**src/frma_pkg.sv**
```systemverilog
// Shared types and constants of the frame-rate moving-average meter.
`default_nettype none

package frma_pkg;

   // Fixed field widths
   localparam int unsigned RATE_W = 20;            // tick rate, per-frame rate, fps
   localparam int unsigned TICK_W = 32;            // free-running tick count
   localparam int unsigned SUM_W  = 26;            // running sum of up to 64 rates
   localparam int unsigned CSR_BYTES_W = 24;       // tick rate padded to whole bytes
   localparam int unsigned RSP_BYTES_W = 24;       // fps padded to whole bytes

   localparam logic [RATE_W-1:0] TICK_RATE_RESET = 20'd1000;

   // Shared divider geometry: dividend is at most SUM_W bits, divisor up to TICK_W bits
   localparam int unsigned DVD_W = SUM_W;
   localparam int unsigned DVS_W = TICK_W;
   localparam int unsigned DIV_CNT_W = 5;
   localparam logic [DIV_CNT_W-1:0] DIV_LAST_STEP = 5'(DVD_W - 1);

   typedef struct packed {
      logic             start;
      logic [DVD_W-1:0] dividend;
      logic [DVS_W-1:0] divisor;
   } div_cmd_type;

   typedef enum logic [6:0] {
      ST_IDLE   = 7'b0000001,
      ST_SUB    = 7'b0000010,
      ST_RDIV   = 7'b0000100,
      ST_UPD    = 7'b0001000,
      ST_FSTART = 7'b0010000,
      ST_FDIV   = 7'b0100000,
      ST_OUT    = 7'b1000000
   } state_type;

endpackage

`default_nettype wire

```
**src/frma_div.sv**
```systemverilog
// Restoring unsigned divider, one quotient bit per cycle.
`default_nettype none

module frma_div (
   input  wire logic                      clock,
   input  wire logic                      reset,
   input  wire frma_pkg::div_cmd_type     cmd,
   output logic                           done,
   output logic [frma_pkg::DVD_W-1:0]     quotient
);

   logic                              busy_ff, busy_in;
   logic                              done_ff, done_in;
   logic [frma_pkg::DIV_CNT_W-1:0]    cnt_ff, cnt_in;
   logic [frma_pkg::DVD_W-1:0]        work_ff, work_in;
   logic [frma_pkg::DVS_W-1:0]        rem_ff, rem_in;
   logic [frma_pkg::DVS_W-1:0]        dvs_ff, dvs_in;
   logic [frma_pkg::DVS_W:0]          rem_sh;
   logic [frma_pkg::DVS_W:0]          rem_sub;
   logic                              fits;

   always_comb begin
      rem_sh  = {rem_ff, work_ff[frma_pkg::DVD_W-1]};
      fits    = (rem_sh >= {1'b0, dvs_ff});
      rem_sub = rem_sh - {1'b0, dvs_ff};
   end

   always_comb begin
      busy_in = busy_ff;
      done_in = 1'b0;
      cnt_in  = cnt_ff;
      work_in = work_ff;
      rem_in  = rem_ff;
      dvs_in  = dvs_ff;
      if (cmd.start) begin
         busy_in = 1'b1;
         cnt_in  = frma_pkg::DIV_LAST_STEP;
         work_in = cmd.dividend;
         rem_in  = '0;
         dvs_in  = cmd.divisor;
      end else if (busy_ff) begin
         // shift in the next dividend bit, subtract when it fits
         rem_in  = fits ? rem_sub[frma_pkg::DVS_W-1:0] : rem_sh[frma_pkg::DVS_W-1:0];
         work_in = {work_ff[frma_pkg::DVD_W-2:0], fits};
         if (cnt_ff == '0) begin
            busy_in = 1'b0;
            done_in = 1'b1;
         end else begin
            cnt_in = cnt_ff - 1'b1;
         end
      end
   end

   always_ff @(posedge clock) begin
      if (reset) begin
         busy_ff <= 1'b0;
         done_ff <= 1'b0;
      end else begin
         busy_ff <= busy_in;
         done_ff <= done_in;
      end
   end

   always_ff @(posedge clock) begin
      cnt_ff  <= cnt_in;
      work_ff <= work_in;
      rem_ff  <= rem_in;
      dvs_ff  <= dvs_in;
   end

   assign done     = done_ff;
   assign quotient = work_ff;

endmodule

`default_nettype wire

```
**src/frame_rate_moving_average.sv**
```systemverilog
// Top level of the moving-average frame-rate meter.
`default_nettype none

// Frame-rate meter: each req beat is one frame event carrying the current 32-bit tick
// count; each produces exactly one rsp beat with the average frames per second over
// the last WINDOW frames (or fewer, until the window has filled). The per-frame rate
// is tick_rate_hz divided by the wrapping tick difference to the last frame whose tick
// changed; a repeated tick counts as rate 0. Both divisions run on one shared restoring
// divider that produces a quotient bit per cycle; an event runs two 26-step divisions
// when the tick changed and one when it did not, and req_tready stays low from its
// acceptance until its result is loaded. A finished result waits in the rsp register,
// and the next event may be accepted meanwhile. The rate history sits in a WINDOW-entry
// memory read and written at the ring index. Write tick_rate_hz only while idle.
module frame_rate_moving_average #(
   parameter int unsigned WINDOW = 50              // 2..64
) (
   input  wire logic        clock,
   input  wire logic        reset,
   // configuration write channel
   input  wire logic        csr_tvalid,
   output logic             csr_tready,
   input  wire logic [23:0] csr_tdata,             // [19:0] tick_rate_hz, [23:20] zero
   // frame events
   input  wire logic        req_tvalid,
   output logic             req_tready,
   input  wire logic [31:0] req_tdata,             // [31:0] tick_now
   // averaged rate
   output logic             rsp_tvalid,
   input  wire logic        rsp_tready,
   output logic [23:0]      rsp_tdata              // [19:0] fps, [23:20] zero
);

   localparam int unsigned IDX_W  = $clog2(WINDOW);
   localparam int unsigned FILL_W = $clog2(WINDOW + 1);
   localparam logic [IDX_W-1:0]  IDX_LAST  = IDX_W'(WINDOW - 1);
   localparam logic [FILL_W-1:0] FILL_FULL = FILL_W'(WINDOW);

   frma_pkg::state_type                  state_ff, state_in;
   logic [frma_pkg::RATE_W-1:0]          tick_rate_ff, tick_rate_in;
   logic [frma_pkg::TICK_W-1:0]          last_tick_ff, last_tick_in;
   logic [frma_pkg::TICK_W-1:0]          tick_ff, tick_in;
   logic [frma_pkg::SUM_W-1:0]           sum_ff, sum_in;
   logic [IDX_W-1:0]                     idx_ff, idx_in;
   logic [FILL_W-1:0]                    fill_ff, fill_in;
   logic [frma_pkg::RATE_W-1:0]          rate_ff, rate_in;
   logic                                 rsp_valid_ff, rsp_valid_in;
   logic [frma_pkg::RATE_W-1:0]          fps_ff, fps_in;

   logic [frma_pkg::RATE_W-1:0]          ring [WINDOW];
   logic [frma_pkg::RATE_W-1:0]          ring_rd_ff;
   logic                                 ring_we;

   frma_pkg::div_cmd_type                div_cmd;
   logic                                 div_done;
   logic [frma_pkg::DVD_W-1:0]           div_q;

   logic                                 req_take;
   logic                                 csr_take;
   logic                                 rsp_free;

   assign req_tready = (state_ff == frma_pkg::ST_IDLE);
   assign csr_tready = (state_ff == frma_pkg::ST_IDLE);
   assign req_take   = req_tvalid && req_tready;
   assign csr_take   = csr_tvalid && csr_tready;
   assign rsp_free   = !rsp_valid_ff || rsp_tready;

   frma_div u_div (
      .clock    (clock),
      .reset    (reset),
      .cmd      (div_cmd),
      .done     (div_done),
      .quotient (div_q)
   );

   always_comb begin
      state_in     = state_ff;
      tick_rate_in = tick_rate_ff;
      last_tick_in = last_tick_ff;
      tick_in      = tick_ff;
      sum_in       = sum_ff;
      idx_in       = idx_ff;
      fill_in      = fill_ff;
      rate_in      = rate_ff;
      fps_in       = fps_ff;
      ring_we      = 1'b0;
      div_cmd      = '{start: 1'b0, dividend: '0, divisor: '0};

      // retire the held result once the sink takes it
      rsp_valid_in = rsp_valid_ff && !rsp_tready;

      if (csr_take) begin
         tick_rate_in = csr_tdata[frma_pkg::RATE_W-1:0];
      end

      unique case (state_ff)
         frma_pkg::ST_IDLE: begin
            if (req_take) begin
               tick_in  = req_tdata;
               state_in = frma_pkg::ST_SUB;
            end
         end
         frma_pkg::ST_SUB: begin
            // grow the fill count, or drop the oldest rate once the window is full
            if (fill_ff != FILL_FULL) begin
               fill_in = fill_ff + 1'b1;
            end else begin
               sum_in = sum_ff - {{(frma_pkg::SUM_W - frma_pkg::RATE_W){1'b0}}, ring_rd_ff};
            end
            if (tick_ff != last_tick_ff) begin
               div_cmd.start    = 1'b1;
               div_cmd.dividend = {{(frma_pkg::DVD_W - frma_pkg::RATE_W){1'b0}},
                                   tick_rate_ff};
               div_cmd.divisor  = tick_ff - last_tick_ff;
               last_tick_in     = tick_ff;
               state_in         = frma_pkg::ST_RDIV;
            end else begin
               rate_in  = '0;
               state_in = frma_pkg::ST_UPD;
            end
         end
         frma_pkg::ST_RDIV: begin
            if (div_done) begin
               rate_in  = div_q[frma_pkg::RATE_W-1:0];
               state_in = frma_pkg::ST_UPD;
            end
         end
         frma_pkg::ST_UPD: begin
            // store the new rate, add it, advance the ring
            ring_we  = 1'b1;
            sum_in   = sum_ff + {{(frma_pkg::SUM_W - frma_pkg::RATE_W){1'b0}}, rate_ff};
            idx_in   = (idx_ff == IDX_LAST) ? '0 : idx_ff + 1'b1;
            state_in = frma_pkg::ST_FSTART;
         end
         frma_pkg::ST_FSTART: begin
            div_cmd.start    = 1'b1;
            div_cmd.dividend = sum_ff;
            div_cmd.divisor  = {{(frma_pkg::DVS_W - FILL_W){1'b0}}, fill_ff};
            state_in         = frma_pkg::ST_FDIV;
         end
         frma_pkg::ST_FDIV: begin
            if (div_done) begin
               state_in = frma_pkg::ST_OUT;
            end
         end
         frma_pkg::ST_OUT: begin
            // hold the quotient until the output register is free
            if (rsp_free) begin
               fps_in       = div_q[frma_pkg::RATE_W-1:0];
               rsp_valid_in = 1'b1;
               state_in     = frma_pkg::ST_IDLE;
            end
         end
         default: begin
            state_in = frma_pkg::ST_IDLE;
         end
      endcase
   end

   always_ff @(posedge clock) begin
      if (reset) begin
         state_ff     <= frma_pkg::ST_IDLE;
         tick_rate_ff <= frma_pkg::TICK_RATE_RESET;
         last_tick_ff <= '0;
         sum_ff       <= '0;
         idx_ff       <= '0;
         fill_ff      <= '0;
         rsp_valid_ff <= 1'b0;
      end else begin
         state_ff     <= state_in;
         tick_rate_ff <= tick_rate_in;
         last_tick_ff <= last_tick_in;
         sum_ff       <= sum_in;
         idx_ff       <= idx_in;
         fill_ff      <= fill_in;
         rsp_valid_ff <= rsp_valid_in;
      end
   end

   always_ff @(posedge clock) begin
      tick_ff <= tick_in;
      rate_ff <= rate_in;
      fps_ff  <= fps_in;
   end

   // rate history: a write in ST_UPD and one registered read per cycle, both at the ring index
   always_ff @(posedge clock) begin
      if (ring_we) begin
         ring[idx_ff] <= rate_ff;
      end
      ring_rd_ff <= ring[idx_ff];
   end

   assign rsp_tvalid = rsp_valid_ff;
   assign rsp_tdata  = {{(frma_pkg::RSP_BYTES_W - frma_pkg::RATE_W){1'b0}}, fps_ff};

endmodule

`default_nettype wire

```
**config.mk**
```make
export PLATFORM = sky130hd
export DESIGN_NAME = frame_rate_moving_average
export DESIGN_NICKNAME = d
export VERILOG_FILES = /design/src/frma_pkg.sv /design/src/frma_div.sv /design/src/frame_rate_moving_average.sv
export SDC_FILE = /design/constraint.sdc
export NUM_CORES = 2
export LEC_CHECK = 0
export CORE_UTILIZATION = 45
export CTS_BUF_LIST = sky130_fd_sc_hd__clkbuf_4
export CTS_CLUSTER_SIZE = 30
export DETAILED_ROUTE_END_ITERATION = 6
export DONT_BUFFER_PORTS = 1
export SYNTH_ARGS = -nofsm -noshare
export SYNTH_HDL_FRONTEND = slang
export SYNTH_SLANG_ARGS = --single-unit
```
**constraint.sdc**
```tcl
create_clock -name clock -period 4.4 [get_ports clock]
set_input_delay 1.32 -clock clock [delete_from_list [all_inputs] [get_ports clock]]
set_output_delay 1.32 -clock clock [all_outputs]
set_load 0.05 [all_outputs]
```
==> impl_metrics.toml <==
[grt]
first_global_vias = 32600
overflow = 0
grt_first_pass_wirelength_mm = 207
grt_max_degree = 91
antenna_found_initial = 2
grt.total_usage_pct = 23.9

[die]
start_util_pct = 45.4
core_um2 = 115000
dieArea_um2 = 117000
rows = 124
die_h_um = 342
die_width_um = 342
io_pins = 88

[run_status]
violations = "DRC"
status = "complete, but fails checks"

[timing]
hold_slack_ns = 0.222
slew_headroom_pct = 30.4
slew_violations = 0
final-setup-viol-count = 0
clock_skew_ns = 0.110
worstMarginPinSlew_ns = 1.03
rsz0062_at_grt = "yes"
post-route-period-util_pct = 95.5
period_needed_ns = 4.20
final_hold_viol_count = 0
timing.fmax_mhz = 238

[synthesis]
seq_area_frac_synth_pct = 71.3
ys_dominant_reg_cell = "edfxtp_1"
synth_seq_cells = 1287
syn_area_um2 = 52000
synth_edf_count = 1130
avgSynthCellArea_um2 = 14.1
syn-instance-count = 3696
async_reset_ff_share_pct = 0
synth_cell_types = 83
yosysWarnings = 0

[placed_design]
io_buffers = 0
hpwlAfterDp_mm = 82.8
routabilityCongestion = 0.883

[critical_path]
path_cells = "or3_1 > or3_4 > or3b_4 > buf_4 > clkbuf_16 > nor2_1 > a21oi_1 > ha_1 > nand2_1 > o21ai_0 > nor2b_1 > nor3_2 > buf_4 > a21o_1 > a21oi_1 > a31oi_1 > mux2i_1 > mux2_1"
arrival_ns = 5.23
path_buf_inv = 3
cp_top_family = "simple AND/OR/NAND/NOR gates"
critPathKind = "flop to flop"
crit_path_start_kind = "flop"
end_kind = "flop"
critPathSlowestCell = "or3b_4"
critPathMaxFanout = 19
cpPeakStageDelay_ns = 0.40
required_ns = 5.43

[clock_tree]
cts_tree = "built"
clk_latency_ns = 1.23
path_clk_slew_ns = 0.07
numCtsBuffers = 339
numClockSinks = 1287
clock-root-buffer = "clkbuf_4"
hold_buffers = 0
cts-htree-levels = 5
cts_buffer_depth = 4

[detailed_routing]
routed_wl_mm = 142
dr_wl_met2_mm = 63.3
initialDrtViolationCount = 3195
viasPerCell = 5.87
drc = 48
vias = 33600
wl_met1_mm = 61.8
route.met3.wl_mm = 14.0
wl_per_cell_um = 24.8
firstDrtPassIters = 7
topRoutingLayerUsed = "met4"
final_antenna_net_count = 0

[power]
vdd_drop_max_v = 0.000262
p_leak_nw = 19.5
p_per_area_nw_per_um2 = 496

[job]
drv_cap = 0

[finish]
drive_gt1_share_pct = 18.5
final_nets = 4170
final_util_pct = 51.3
areaGrowthSynthToFinish_pct = 13.1
layout_commonest_cell = "edfxtp_1"
final_cell_mix = "edfxtp_1 (1,130), clkbuf_4 (478), a22oi_1 (394)"

[hold_path]
hold_path_class = "primary input to flop"
[stage by stage]
step	power [mW]	instance area (um2)	setup TNS (ns)	instances	setup WS [ns]
final	29.2	58800	0	5727	0.199
after global routing	30.6	58800	-0.106	5725	-0.106
after CTS	29.4	58700	0	5720	0.0577
after detailed placement	19.7	54800	0	5179	0.0804
after global placement	19.7	54800	0	5179	0.135
after floorplan	18.3	52000	0	3699	0.0828
[what timing repair did]
action                                 in CTS  in global routing
setup buffers                               0                  3
endpoints found under the hold margin       0                  0
gates resized for setup                     0                  8
setup endpoints to repair                   0                  4
[logic make-up (layout without fill, tap and decap cells)]
| kind of cell | count (synthesis) | in the layout | share of synthesized area, % |
|---|---|---|---|
| xor+xnor | 94 | 94 | 1.58 |
| compound gates | 1036 | 1036 | 14.0 |
| fa+ha+maj | 97 | 97 | 2.38 |
| other cells | 1 | 7 | 0.00721 |
| buf+inv | 312 | 825 | 2.42 |
| simple gates | 828 | 828 | 7.57 |
| flops | 1287 | 1287 | 71.3 |
| mux | 41 | 41 | 0.792 |
[power breakdown]
group | internal, mW | switching, mW | leakage (nW)
clock network | 5.05 | 4.59 | 2.34
registers | 14.2 | 0.456 | 11.3
logic | 1.71 | 3.15 | 5.86
total | 21.0 | 8.19 | 19.5
[cells in the mapped netlist, types with 8 or more instances]
master        n  area share, %
edfxtp_1   1130             65
a22oi_1     394            5.7
nand2_1     296            2.1
a21oi_1     217            2.1
nor2_1      200            1.4
dfxtp_1     157            6.0
clkbuf_1    128           0.92
inv_1        98           0.71
ha_1         94            2.3
o21ai_0      87           0.84
nand4_1      86            1.0
a221oi_1     58           0.98
a22o_1       57           0.96
nand3_1      55           0.53
xnor2_1      50           0.84
buf_1        45           0.32
xor2_1       44           0.74
mux2i_1      40           0.77
a21o_1       39           0.56
nor3_1       38           0.37
and2_1       37           0.45
buf_2        28           0.27
a211oi_1     25           0.36
o211ai_1     25           0.36
a31oi_1      24           0.29
and3_1       22           0.26
nand2b_1     17           0.20
a41oi_1      16           0.27
nor4_1       13           0.16
nor2b_1      12           0.14
o2111ai_1    10           0.17
a32oi_1       8           0.13
buf_4         8           0.12
nand4b_1      8           0.13
o31ai_1       8           0.12
[path summary, 6_finish.rpt]
path | from | cells past startpoint | to | slack [ns]
max reg2reg | state_ff[0]$_SDFFE_PP1P_ | 18 | sum_ff[25]$_SDFFE_PP0P_ | 0.20
max | state_ff[0]$_SDFFE_PP1P_ | 18 | sum_ff[25]$_SDFFE_PP0P_ | 0.20
min reg2reg | u_div.cnt_ff[4]$_SDFFE_PP1P_ | 1 | u_div.done$_SDFF_PP0_ | 0.44
min | req_tdata[21] | 0 | tick_ff[21]$_DFFE_PP_ | 0.22
[state kept, by name (all words and copies together) (netlist names)]
register        cells
u_div.done          1
state_ff            7
u_div.quotient     26
ring             1000
last_tick_ff       32
u_div.cnt_ff        5
rsp_tvalid          1
sum_ff             26
fill_ff             6
u_div.dvs_ff       32
idx_ff              6
u_div.busy_ff       1
tick_rate_ff       20
rate_ff            20
tick_ff            32
u_div.rem_ff       32
fps_ff             20
ring_rd_ff         20
[layout make-up]
type                    instances  area, um2
repair buffers                184       1640
multi-input cells            2100      13900
fillers                      9685      55700
diodes                          3       7.51
inverters                     100        375
clock inverters                63        297
clock buffers                 478       3590
flip-flops and latches       1287      37100
well taps                    1512       1890
[layer usage]
metal	vias up	track usage, %
li1	15300	-
met1	16600	34.0
met2	1602	35.7
met3	176	6.52
met4	0	7.57
met5	-	0
[worst reg2reg max path, stage by stage (launching register included)]
cell       delay (ns)
dfxtp_1          0.32
or3_1            0.39
or3_4            0.34
or3b_4           0.40
buf_4            0.17
clkbuf_16        0.19
nor2_1           0.10
a21oi_1          0.05
ha_1             0.34
nand2_1          0.14
o21ai_0          0.24
nor2b_1          0.19
nor3_2           0.06
buf_4            0.15
a21o_1           0.19
a21oi_1          0.18
a31oi_1          0.12
mux2i_1          0.18
mux2_1           0.33
Note: power is estimated with default switching activity, not from simulation.
